`config.mk`:
```
export PLATFORM = sky130hd
export DESIGN_NAME = positional_list_store
export DESIGN_NICKNAME = d
export VERILOG_FILES = /design/src/design/plm_pkg.sv /design/src/design/positional_list_store.sv /design/src/design/plm_ram.sv
export SDC_FILE = /design/constraint.sdc
export NUM_CORES = 1
export LEC_CHECK = 0
export ABC_AREA = 1
export BUFFER_PORTS_ARGS = -buffer_cell sky130_fd_sc_hd__buf_4
export CAP_MARGIN = 25
export CORE_MARGIN = 5
export CORE_UTILIZATION = 55
export DETAILED_ROUTE_END_ITERATION = 8
export PLACE_DENSITY = 0.79
export RECOVER_POWER = 25
export SETUP_SLACK_MARGIN = 0.05
export SYNTH_ARGS = -nofsm -noshare
export SYNTH_HDL_FRONTEND = slang
export SYNTH_HIERARCHICAL = 1
export SYNTH_SLANG_ARGS = --single-unit
```
`constraint.sdc`:
```
create_clock -name i_clk -period 6.3 [get_ports i_clk]
set_clock_uncertainty 0.05 [all_clocks]
set_input_delay 0.315 -clock i_clk [delete_from_list [all_inputs] [get_ports i_clk]]
set_output_delay 0.315 -clock i_clk [all_outputs]
set_load 0.1 [all_outputs]
```
`src/design/plm_pkg.sv`:
```
// package for the positional list store: action codes, status codes, field widths
// no dependencies; used by the top level and the port checker
`timescale 1ns / 1ps
`default_nettype none

package plm_pkg;

    localparam int VALUE_W  = 32;
    localparam int ACTION_W = 3;
    localparam int POS_W    = 5;
    localparam int STATUS_W = 2;

    localparam logic [ACTION_W-1:0] ACT_INS_FRONT = 3'd0;
    localparam logic [ACTION_W-1:0] ACT_INS_END   = 3'd1;
    localparam logic [ACTION_W-1:0] ACT_INS_AT    = 3'd2;
    localparam logic [ACTION_W-1:0] ACT_DEL_LAST  = 3'd3;
    localparam logic [ACTION_W-1:0] ACT_DEL_AT    = 3'd4;
    localparam logic [ACTION_W-1:0] ACT_DUMP      = 3'd5;

    localparam logic [STATUS_W-1:0] ST_OK    = 2'd0;
    localparam logic [STATUS_W-1:0] ST_EMPTY = 2'd1;
    localparam logic [STATUS_W-1:0] ST_RANGE = 2'd2;
    localparam logic [STATUS_W-1:0] ST_FULL  = 2'd3;

endpackage

`default_nettype wire

```
`src/design/positional_list_store.sv`:
```
// Ordered list of up to CAPACITY signed 32-bit values held in one synchronous ram
// (index 0 is the front). An action needs no further states when it ends in a
// status result or touches only the count or the end of the list: insert at the
// end, delete last, and all error cases. An insert in front of entry t and a
// delete at entry t that has entries behind it take longer, since these move
// one ram word a cycle through the one read port and the one write port. After
// the first read, a dump streams one entry a cycle, slower if the output is
// stalled. The status of a change is sent at the transfer of the item, before
// the entries have finished moving; the next item waits until they have.
// top level; depends on plm_pkg and plm_ram
`timescale 1ns / 1ps
`default_nettype none

module positional_list_store #(
    parameter int CAPACITY = 16
) (
    input  wire                i_clk,
    input  wire                i_rst_n,
    input  wire                i_valid,
    output logic               o_stall,
    input  wire  [2:0]         i_action,
    input  wire  signed [31:0] i_item_value,
    input  wire  [4:0]         i_position,
    output logic               o_valid,
    input  wire                i_stall,
    output logic signed [31:0] o_out_value,
    output logic [1:0]         o_status,
    output logic               o_last_result
);

    localparam int AW = (CAPACITY > 1) ? $clog2(CAPACITY) : 1;
    localparam int CW = $clog2(CAPACITY + 1);
    localparam int PW = (CW > plm_pkg::POS_W) ? CW : plm_pkg::POS_W;

    typedef enum logic [2:0] {
        S_IDLE,
        S_SHIFT_UP,
        S_PLACE,
        S_SHIFT_DN,
        S_DUMP
    } t_state;

    t_state                        r_state, n_state;
    logic [CW-1:0]                 r_count, n_count;
    logic [AW-1:0]                 r_idx, n_idx;
    logic [AW-1:0]                 r_tgt, n_tgt;
    logic [plm_pkg::VALUE_W-1:0]   r_val, n_val;
    logic                          r_out_valid, n_out_valid;
    logic [plm_pkg::VALUE_W-1:0]   r_out_value, n_out_value;
    logic [plm_pkg::STATUS_W-1:0]  r_out_status, n_out_status;
    logic                          r_out_last, n_out_last;

    logic                          ram_we;
    logic [AW-1:0]                 ram_waddr;
    logic [plm_pkg::VALUE_W-1:0]   ram_wdata;
    logic                          ram_re;
    logic [AW-1:0]                 ram_raddr;
    logic [plm_pkg::VALUE_W-1:0]   ram_rdata;

    logic                          can_out;
    logic                          full;
    logic                          empty;
    logic [PW-1:0]                 pos_ext;
    logic                          pos_ok;
    logic [AW-1:0]                 pos_idx;
    logic [AW-1:0]                 cnt_m1;
    logic                          st_emit;
    logic [plm_pkg::STATUS_W-1:0]  st_code;
    logic                          ins_go;
    logic                          ins_at_end;
    logic [AW-1:0]                 ins_idx;

    plm_ram #(
        .WIDTH (plm_pkg::VALUE_W),
        .DEPTH (CAPACITY)
    ) u_ram (
        .i_clk   (i_clk),
        .i_we    (ram_we),
        .i_waddr (ram_waddr),
        .i_wdata (ram_wdata),
        .i_re    (ram_re),
        .i_raddr (ram_raddr),
        .o_rdata (ram_rdata)
    );

    assign can_out = !r_out_valid || !i_stall;
    assign full    = (r_count == CW'(CAPACITY));
    assign empty   = (r_count == '0);
    assign pos_ext = PW'(i_position);
    assign pos_ok  = (pos_ext != '0) && (pos_ext <= PW'(r_count));
    assign pos_idx = AW'(pos_ext - PW'(1));
    assign cnt_m1  = AW'(r_count - CW'(1));

    always_comb begin
        n_state      = r_state;
        n_count      = r_count;
        n_idx        = r_idx;
        n_tgt        = r_tgt;
        n_val        = r_val;
        n_out_valid  = r_out_valid && i_stall;
        n_out_value  = r_out_value;
        n_out_status = r_out_status;
        n_out_last   = r_out_last;
        ram_we       = 1'b0;
        ram_waddr    = r_idx;
        ram_wdata    = ram_rdata;
        ram_re       = 1'b0;
        ram_raddr    = r_idx;
        st_emit      = 1'b0;
        st_code      = plm_pkg::ST_OK;
        ins_go       = 1'b0;
        ins_at_end   = 1'b0;
        ins_idx      = '0;
        o_stall      = 1'b1;

        unique case (r_state)
            S_IDLE: begin
                o_stall = !can_out;
                if (i_valid && can_out) begin
                    unique case (i_action)
                        plm_pkg::ACT_INS_FRONT: begin
                            if (full) begin
                                st_emit = 1'b1;
                                st_code = plm_pkg::ST_FULL;
                            end else begin
                                ins_go     = 1'b1;
                                ins_idx    = '0;
                                ins_at_end = empty;
                            end
                        end
                        plm_pkg::ACT_INS_END: begin
                            if (full) begin
                                st_emit = 1'b1;
                                st_code = plm_pkg::ST_FULL;
                            end else begin
                                ins_go     = 1'b1;
                                ins_idx    = AW'(r_count);
                                ins_at_end = 1'b1;
                            end
                        end
                        plm_pkg::ACT_INS_AT: begin
                            if (!pos_ok) begin
                                st_emit = 1'b1;
                                st_code = plm_pkg::ST_RANGE;
                            end else if (full) begin
                                st_emit = 1'b1;
                                st_code = plm_pkg::ST_FULL;
                            end else begin
                                ins_go  = 1'b1;
                                ins_idx = pos_idx;
                            end
                        end
                        plm_pkg::ACT_DEL_LAST: begin
                            st_emit = 1'b1;
                            if (empty) begin
                                st_code = plm_pkg::ST_EMPTY;
                            end else begin
                                n_count = r_count - CW'(1);
                            end
                        end
                        plm_pkg::ACT_DEL_AT: begin
                            st_emit = 1'b1;
                            if (empty) begin
                                st_code = plm_pkg::ST_EMPTY;
                            end else if (!pos_ok) begin
                                st_code = plm_pkg::ST_RANGE;
                            end else begin
                                n_count = r_count - CW'(1);
                                // removing the tail needs no move
                                if (pos_idx != cnt_m1) begin
                                    ram_re    = 1'b1;
                                    ram_raddr = AW'(pos_idx + AW'(1));
                                    n_idx     = AW'(pos_idx + AW'(1));
                                    n_tgt     = cnt_m1;
                                    n_state   = S_SHIFT_DN;
                                end
                            end
                        end
                        plm_pkg::ACT_DUMP: begin
                            if (empty) begin
                                st_emit = 1'b1;
                                st_code = plm_pkg::ST_EMPTY;
                            end else begin
                                ram_re    = 1'b1;
                                ram_raddr = '0;
                                n_idx     = '0;
                                n_tgt     = cnt_m1;
                                n_state   = S_DUMP;
                            end
                        end
                        default: begin
                        end
                    endcase

                    if (ins_go) begin
                        st_emit = 1'b1;
                        n_count = r_count + CW'(1);
                        if (ins_at_end) begin
                            ram_we    = 1'b1;
                            ram_waddr = ins_idx;
                            ram_wdata = i_item_value;
                        end else begin
                            // move entries up starting at the tail
                            ram_re    = 1'b1;
                            ram_raddr = cnt_m1;
                            n_idx     = cnt_m1;
                            n_tgt     = ins_idx;
                            n_val     = i_item_value;
                            n_state   = S_SHIFT_UP;
                        end
                    end

                    if (st_emit) begin
                        n_out_valid  = 1'b1;
                        n_out_value  = '0;
                        n_out_status = st_code;
                        n_out_last   = 1'b1;
                    end
                end
            end
            S_SHIFT_UP: begin
                ram_we    = 1'b1;
                ram_waddr = AW'(r_idx + AW'(1));
                ram_wdata = ram_rdata;
                if (r_idx == r_tgt) begin
                    n_state = S_PLACE;
                end else begin
                    ram_re    = 1'b1;
                    ram_raddr = AW'(r_idx - AW'(1));
                    n_idx     = AW'(r_idx - AW'(1));
                end
            end
            S_PLACE: begin
                ram_we    = 1'b1;
                ram_waddr = r_tgt;
                ram_wdata = r_val;
                n_state   = S_IDLE;
            end
            S_SHIFT_DN: begin
                ram_we    = 1'b1;
                ram_waddr = AW'(r_idx - AW'(1));
                ram_wdata = ram_rdata;
                if (r_idx == r_tgt) begin
                    n_state = S_IDLE;
                end else begin
                    ram_re    = 1'b1;
                    ram_raddr = AW'(r_idx + AW'(1));
                    n_idx     = AW'(r_idx + AW'(1));
                end
            end
            S_DUMP: begin
                // read data holds until it is moved into the output register
                if (can_out) begin
                    n_out_valid  = 1'b1;
                    n_out_value  = ram_rdata;
                    n_out_status = plm_pkg::ST_OK;
                    n_out_last   = (r_idx == r_tgt);
                    if (r_idx == r_tgt) begin
                        n_state = S_IDLE;
                    end else begin
                        ram_re    = 1'b1;
                        ram_raddr = AW'(r_idx + AW'(1));
                        n_idx     = AW'(r_idx + AW'(1));
                    end
                end
            end
            default: begin
                n_state = S_IDLE;
            end
        endcase
    end

    always_ff @(posedge i_clk) begin
        if (!i_rst_n) begin
            r_state     <= S_IDLE;
            r_count     <= '0;
            r_out_valid <= 1'b0;
        end else begin
            r_state     <= n_state;
            r_count     <= n_count;
            r_out_valid <= n_out_valid;
        end
        r_idx        <= n_idx;
        r_tgt        <= n_tgt;
        r_val        <= n_val;
        r_out_value  <= n_out_value;
        r_out_status <= n_out_status;
        r_out_last   <= n_out_last;
    end

    assign o_valid       = r_out_valid;
    assign o_out_value   = $signed(r_out_value);
    assign o_status      = r_out_status;
    assign o_last_result = r_out_last;

endmodule

`default_nettype wire

```
`src/design/plm_ram.sv`:
```
// generic simple dual-port ram: one write port, one read port with registered data
// no dependencies; old data is returned on a read of the entry being written
`timescale 1ns / 1ps
`default_nettype none

module plm_ram #(
    parameter int WIDTH = 32,
    parameter int DEPTH = 16
) (
    input  wire                                      i_clk,
    input  wire                                      i_we,
    input  wire  [((DEPTH > 1) ? $clog2(DEPTH) : 1)-1:0] i_waddr,
    input  wire  [WIDTH-1:0]                         i_wdata,
    input  wire                                      i_re,
    input  wire  [((DEPTH > 1) ? $clog2(DEPTH) : 1)-1:0] i_raddr,
    output logic [WIDTH-1:0]                         o_rdata
);

    logic [WIDTH-1:0] r_mem [DEPTH];
    logic [WIDTH-1:0] r_rdata;

    always_ff @(posedge i_clk) begin
        if (i_we) begin
            r_mem[i_waddr] <= i_wdata;
        end
        if (i_re) begin
            r_rdata <= r_mem[i_raddr];
        end
    end

    assign o_rdata = r_rdata;

endmodule

`default_nettype wire

```
==> impl_metrics.yaml, run 1 <==
global_route:
  overflow: 0
  grt_max_degree: 221
  grt_pass1_wl_mm: 111
  grt_pass1_vias: 20200
  track_usage_pct: 25.0
  antenna_found_initial: 0
timing:
  fin_ws_ns: 1.18
  min_period_ns: 5.12
  rsz0062_at_grt: "no"
  setup_tns_ns: 0
  relSlewSlack_pct: 14.4
  worst_pin_slew_ns: 1.28
  hold_ws_ns: 0.0154
  period_share_pct: 81.3
  setup_violations: 0
  drv_slew: 0
  hold_viol_final: 0
  fmaxAchievable_mhz: 195
route:
  vias: 20400
  routed_wl_mm: 72.0
  drc: 0
  ant_nets: 0
  firstDrtPassIters: 6
  drt_iter0_markers: 2530
  wl_per_cell_um: 20.0
  vias_per_cell: 5.66
setup_path:
  critPathCaptureType: "flip-flop"
  path_class: "flip-flop to flip-flop"
  cp_data_arrival_time_ns: 5.44
  critPathRequiredTime_ns: 6.62
  r2r_start: "r_count[2]"
  critPathMaxFanout: 102
  cp-start-kind: "flip-flop"
  crit_start: "r_count[2]"
yosys:
  syn-instance-count: 2766
  avgSynthCellArea_um2: 10.3
  synth_adder_area_share_pct: 0.485
  syn_nets: 2821
  yosys.area.top_type_share_pct: 65.0
  synth_compound_area_share_pct: 3.67
  synth.area.top_cells: "edfxtp_1 (65%), nand2_1 (10%), nand3_1 (7.9%)"
  ys_ff_latch: 628
  synth.mux.area_fraction_pct: 0
  synth_cell_type_count: 41
  yosys.area.top_type: "edfxtp_1"
  yosysSeqAreaShare_pct: 65.9
  synth_simple_gate_area_share_pct: 19.9
  synth_area_um2: 28400
  synth_xor_area_share_pct: 0.493
  ys_warn_count: 6
  synth_top_family_by_area: "simple AND/OR/NAND/NOR gates"
finish:
  diodes: 0
  areaGrowthSynthToFinish_pct: 11.5
  layout.nets: 2927
  fin_util_pct: 61.8
  drive_gt1_share_pct: 6.96
clocking:
  htreeDepth: 2
  clock_sinks: 628
  clock_latency_ns: 0.63
  numCtsBuffers: 60
  clkTransAtPathRegs_ns: 0.07
  cts_tree: "built"
  cts_root_buf: "clkbuf_16"
  clockBufferDepth: 3
power_and_ir_drop:
  p_leak_uw: 0.0131
  cellPowerDensity_nw_per_um2: 550
  peakVddDrop_mv: 0.612
floorplan:
  die_h_um: 237
  fp.dieW_um: 237
  die-area_um2: 56300
  rows: 83
  start_util_pct: 55.5
  core_um2: 51200
  num_io_pins: 81
outcome:
  outcome: "complete, no violations"
placement:
  gp_congestion: 0.901
  dpl_worst_slack_ns: 1.59
  portBuffers: 80
  hpwl_mm: 42.2
worst_hold_path:
  min_from: "i_valid"
  min_path_type: "primary input to flip-flop"
job:
  drv_cap: 0
layer usage:
metal  vias to the layer above  GRT usage [%]  share of wire (%)
li1                       9306              -                  -
met1                      9594           33.4                 38
met2                      1243           40.4                 47
met3                       214           5.14                 10
met4                         0           10.8                3.8
met5                         -              0                  0
synth_stat cells (all sizes together):
| master | n |
|---|---|
| nand2 | 769 |
| o21ai | 58 |
| a21boi | 1 |
| ha | 11 |
| o22ai | 7 |
| dfxtp | 13 |
| inv | 481 |
| edfxtp | 615 |
| nor3 | 3 |
| nand3 | 448 |
| xnor2 | 5 |
| a21oi | 63 |
| buf | 111 |
| a221oi | 2 |
| and3 | 1 |
| a211oi | 2 |
| clkbuf | 25 |
| a31oi | 4 |
| or2 | 1 |
| o211ai | 37 |
| xor2 | 11 |
| o2111ai | 2 |
| nor2 | 89 |
| nand4 | 7 |
registers in the layout (all words and copies together), names as in the netlist:
| signal | cells |
|---|---|
| o_last_result | 1 |
| o_valid | 1 |
| o_status | 2 |
| o_out_value | 32 |
| r_idx | 4 |
| r_val | 32 |
| u_ram/o_rdata | 32 |
| r_state | 3 |
| u_ram/r_mem | 512 |
| r_count | 5 |
| r_tgt | 4 |
where the power goes:
group          switching, uW  total [uW]  internal (uW)
clock network           1500        3400           1900
registers                196        6300           6100
logic                   5760        7710           1950
layout by cell type, fill, tap and decap left out, types with 3 or more instances in the layout:
cell type,netlist,routed
o21ai_1,40,18
ha_1,11,11
nand3_1,446,445
nand2_2,5,5
clkbuf_1,25,81
clkinv_2,0,6
buf_4,7,55
inv_1,469,473
clkinv_4,0,3
o21ai_0,18,40
buf_16,0,5
clkbuf_4,0,10
a21oi_1,54,56
clkbuf_16,0,60
a31oi_1,4,4
a21oi_2,9,5
dlygate4sd3_1,0,33
nor2_4,4,18
o211ai_1,37,37
clkinv_1,0,17
inv_2,9,4
xnor2_1,5,5
xor2_1,11,11
edfxtp_1,615,615
inv_6,0,3
nand2_4,6,3
bufinv_16,0,4
nand2_1,758,761
o22ai_1,7,7
nand4_1,6,6
dfxtp_1,13,12
nor2_1,82,71
buf_12,1,7
timing repair:
item                                   4_1_cts  5_1_grt
setup buffers                                0        0
endpoints found under the hold margin       36        0
hold buffers                                33        0
gates resized for setup                      0        0
per-stage QoR:
step	area, um^2	instances	power (uW)
final	31700	3596	17400
after global routing	31700	3596	18300
after CTS	31800	3577	17300
after detailed placement	29700	3438	13800
after global placement	29400	3422	13500
after floorplan	28400	2766	11900
area by class of cell:
type	instances	area [um^2]
fill	3869	19500
sequential	628	18700
multi-input combinational	1521	7070
inverter	481	1820
clock buffer	71	1540
timing repair buffer	180	1360
tap	680	851
clock inverter	35	289
worst max-delay path, stage by stage (launching register included):
cell	delay, ns
dfxtp_1	0.50
clkinvlp_2	0.31
ha_1	0.37
nand2_1	0.05
nor2_1	0.11
nand2_1	0.08
nand2_1	0.10
nand2_1	0.10
nor2_1	0.18
nand3_1	0.27
nand3_1	0.15
nand2_1	0.06
nand2_1	0.05
nand2_1	0.05
nand2_1	0.12
a21oi_4	0.06
buf_4	0.27
inv_6	0.59
buf_4	0.65
nand2_1	0.15
nand3_1	0.13
nand3_1	0.13
nand3_1	0.17
nand2_1	0.06
cells by family after synthesis:
family	count (synthesis)
adder cells (fa/ha/maj)	11
AND/OR/NAND/NOR	1318
flip-flops	628
XOR/XNOR	16
AO/OA/AOI/OAI	176
buffers and inverters	617
final timing paths:
kind | endpoint | slack (ns) | cells after the start
worst min-delay path | o_valid | 0.02 | 3
worst min register to register | r_count[4] | 0.52 | 2
worst max register to register | u_ram/o_rdata[15] | 1.18 | 23
worst max-delay path | u_ram/o_rdata[15] | 1.18 | 23
(Power assumes the default switching activity.)
==> inputs of run 2 (changes only) <==
==> constraint.sdc (replaced) <==
create_clock -name i_clk -period 5 [get_ports i_clk]
set_clock_uncertainty 0.05 [all_clocks]
set_input_delay 0.25 -clock i_clk [delete_from_list [all_inputs] [get_ports i_clk]]
set_output_delay 0.25 -clock i_clk [all_outputs]
set_load 0.1 [all_outputs]
==> run 2 against run 1 <==
  * The run now ends with max-capacitance violations, max-slew violations left
  * Fmax grew 8.3%
  * Cell count grew 0.42%
  * Sequential cell count is the same
  * Sequential power grew 27%
  * Clock power grew 29%
  * Die area is the same
  * Register-to-register slack lost 0.91 ns
  * Critical endpoint is now u_ram/r_mem[7][7]
==> impl_metrics.yaml, run 2 (synthesis gave the netlist of run 1 again) <==
outcome:
  outcome: "complete, but fails checks"
  violations: "max-capacitance violations, max-slew violations"
floorplan:
  die_h_um: 237
  num_io_pins: 81
  core_um2: 51200
  fp.dieW_um: 237
  die-area_um2: 56300
  rows: 83
  start_util_pct: 55.5
clocking:
  ctsHoldBuffers: 35
  post_cts_buffers: 0
  cts_tree: "built"
  clkTransAtPathRegs_ns: 0.07
  clock_latency_ns: 0.63
  cts_root_buf: "clkbuf_16"
  numCtsBuffers: 58
  cts_resized: 0
  clock_sinks: 628
  clockBufferDepth: 3
  htreeDepth: 2
global_route:
  grt_max_degree: 126
  grt_pass1_vias: 20300
  antenna_found_initial: 0
  overflow: 0
  track_usage_pct: 25.9
  grt_pass1_wl_mm: 114
placement:
  portBuffers: 80
  gp_congestion: 0.995
  dp_cells: 3469
  hpwl_mm: 45.2
route:
  wl_per_cell_um: 20.6
  vias: 20700
  ant_nets: 0
  vias_per_cell: 5.73
  routed_wl_mm: 74.5
  firstDrtPassIters: 8
  drt_iter0_markers: 3058
  drc: 0
power_and_ir_drop:
  peakVddDrop_mv: 0.494
  cellPowerDensity_nw_per_um2: 715
  p_leak_uw: 0.0132
setup_path:
  crit_cells: 11
  ff2ff_path_depth: 11
  critPathMaxFanout: 21
  cp-start-kind: "flip-flop"
  critPathRequiredTime_ns: 5.23
  max_stage_delay_ns: 0.65
  crit_family: "simple AND/OR/NAND/NOR gates"
  crit_slowest_cell: "nor2_4"
  path_cells: "nor2_2 > inv_1 > nor2_1 > inv_1 > buf_4 > a21oi_1 > o21ai_1 > a31oi_1 > nand3_1 > nor2_4 > buf_4"
  path_class: "flip-flop to flip-flop"
  cp_data_arrival_time_ns: 4.96
  path_buf_inv: 4
  critPathCaptureType: "flip-flop"
finish:
  layout.nets: 2941
  layout_common_cells: "nand2_1 (760), edfxtp_1 (615), inv_1 (471)"
  largest_reg_flops: 512
  diodes: 0
  areaGrowthSynthToFinish_pct: 12.2
  drive_gt1_share_pct: 7.88
  fill_cells: 3868
  final-instance-count-excl-fill: 3611
  regMostFlops: "u_ram/r_mem"
  final_common_cell: "nand2_1"
timing:
  fmaxAchievable_mhz: 212
  relSlewSlack_pct: -3.91
  setup_tns_ns: 0
  period_share_pct: 94.5
  drv_slew: 13
  worst_pin_slew_ns: 1.55
  hold_viol_final: 0
  setup_violations: 0
  min_period_ns: 4.73
  rsz0062_at_grt: "no"
job:
  drv_cap: 1
worst_hold_path:
  min_delay_path_depth: 4
  min_path_type: "primary input to flip-flop"
-- run 2: cell count changes in the layout (fill, tap and decap cells not counted), sizes merged --
cell,previous run,this run
dlygate4sd3,33,35
bufinv,4,6
clkinvlp,3,1
buf,67,79
inv,482,483
clkbuf,151,153
clkinv,27,25
-- run 2: power by group --
part / total (uW) / leakage, uW / switching (uW) / internal (uW)
sequential: 7980 / 0.00570 / 281 / 7690
clock: 4370 / 0.000908 / 1900 / 2460
combinational: 10400 / 0.00663 / 7830 / 2590
-- run 2: area by class of cell --
cell class                      count  area [um^2]  share of cell area (%)
Clock buffer                       71         1520                    4.78
Clock inverter                     34          325                    1.02
Inverter                          481         1820                    5.71
Multi-Input combinational cell   1521         7110                    22.3
Sequential cell                   628        18700                    58.8
Tap cell                          680          851                    2.67
Timing Repair Buffer              196         1510                    4.73
-- run 2: worst paths after layout --
check,from,to,slack (ns)
worst max-delay path,r_state[0],u_ram/r_mem[7][7],0.27
worst min-delay path,i_action[2],o_status[0],0.05
worst max register to register,r_state[0],u_ram/r_mem[7][7],0.27
worst min register to register,r_count[4],r_count[4],0.52
-- run 2: tightest hold or removal path: stages --
cell,delay [ns]
buf_4,0.10
nor3_2,0.06
nand3_1,0.08
a31oi_1,0.07
-- run 2: routing by layer --
metal | vias up | global-route usage [%] | routed length (um)
met1 | 9812 | 36.7 | 28800
met4 | 0 | 9.69 | 2510
met3 | 190 | 4.49 | 8750
met5 | - | 0 | 0
li1 | 9351 | - | -
met2 | 1334 | 40.7 | 34500
-- run 2: per-stage QoR --
| step | hold slack, ns | setup slack (ns) | instance area, um^2 | utilization (%) | total power [uW] |
|---|---|---|---|---|---|
| floorplan | 0.299 | 0.872 | 28400 | - | 15000 |
| global placement | 0.389 | 0.831 | 29900 | 58.4 | 17900 |
| detailed placement | 0.391 | 0.762 | 29900 | 58.5 | 18200 |
| CTS | 0.0283 | 0.715 | 32100 | 62.8 | 22700 |
| global route | 0.0712 | 0.146 | 31900 | 62.2 | 23800 |
| finish | 0.0547 | 0.275 | 31900 | 62.2 | 22800 |
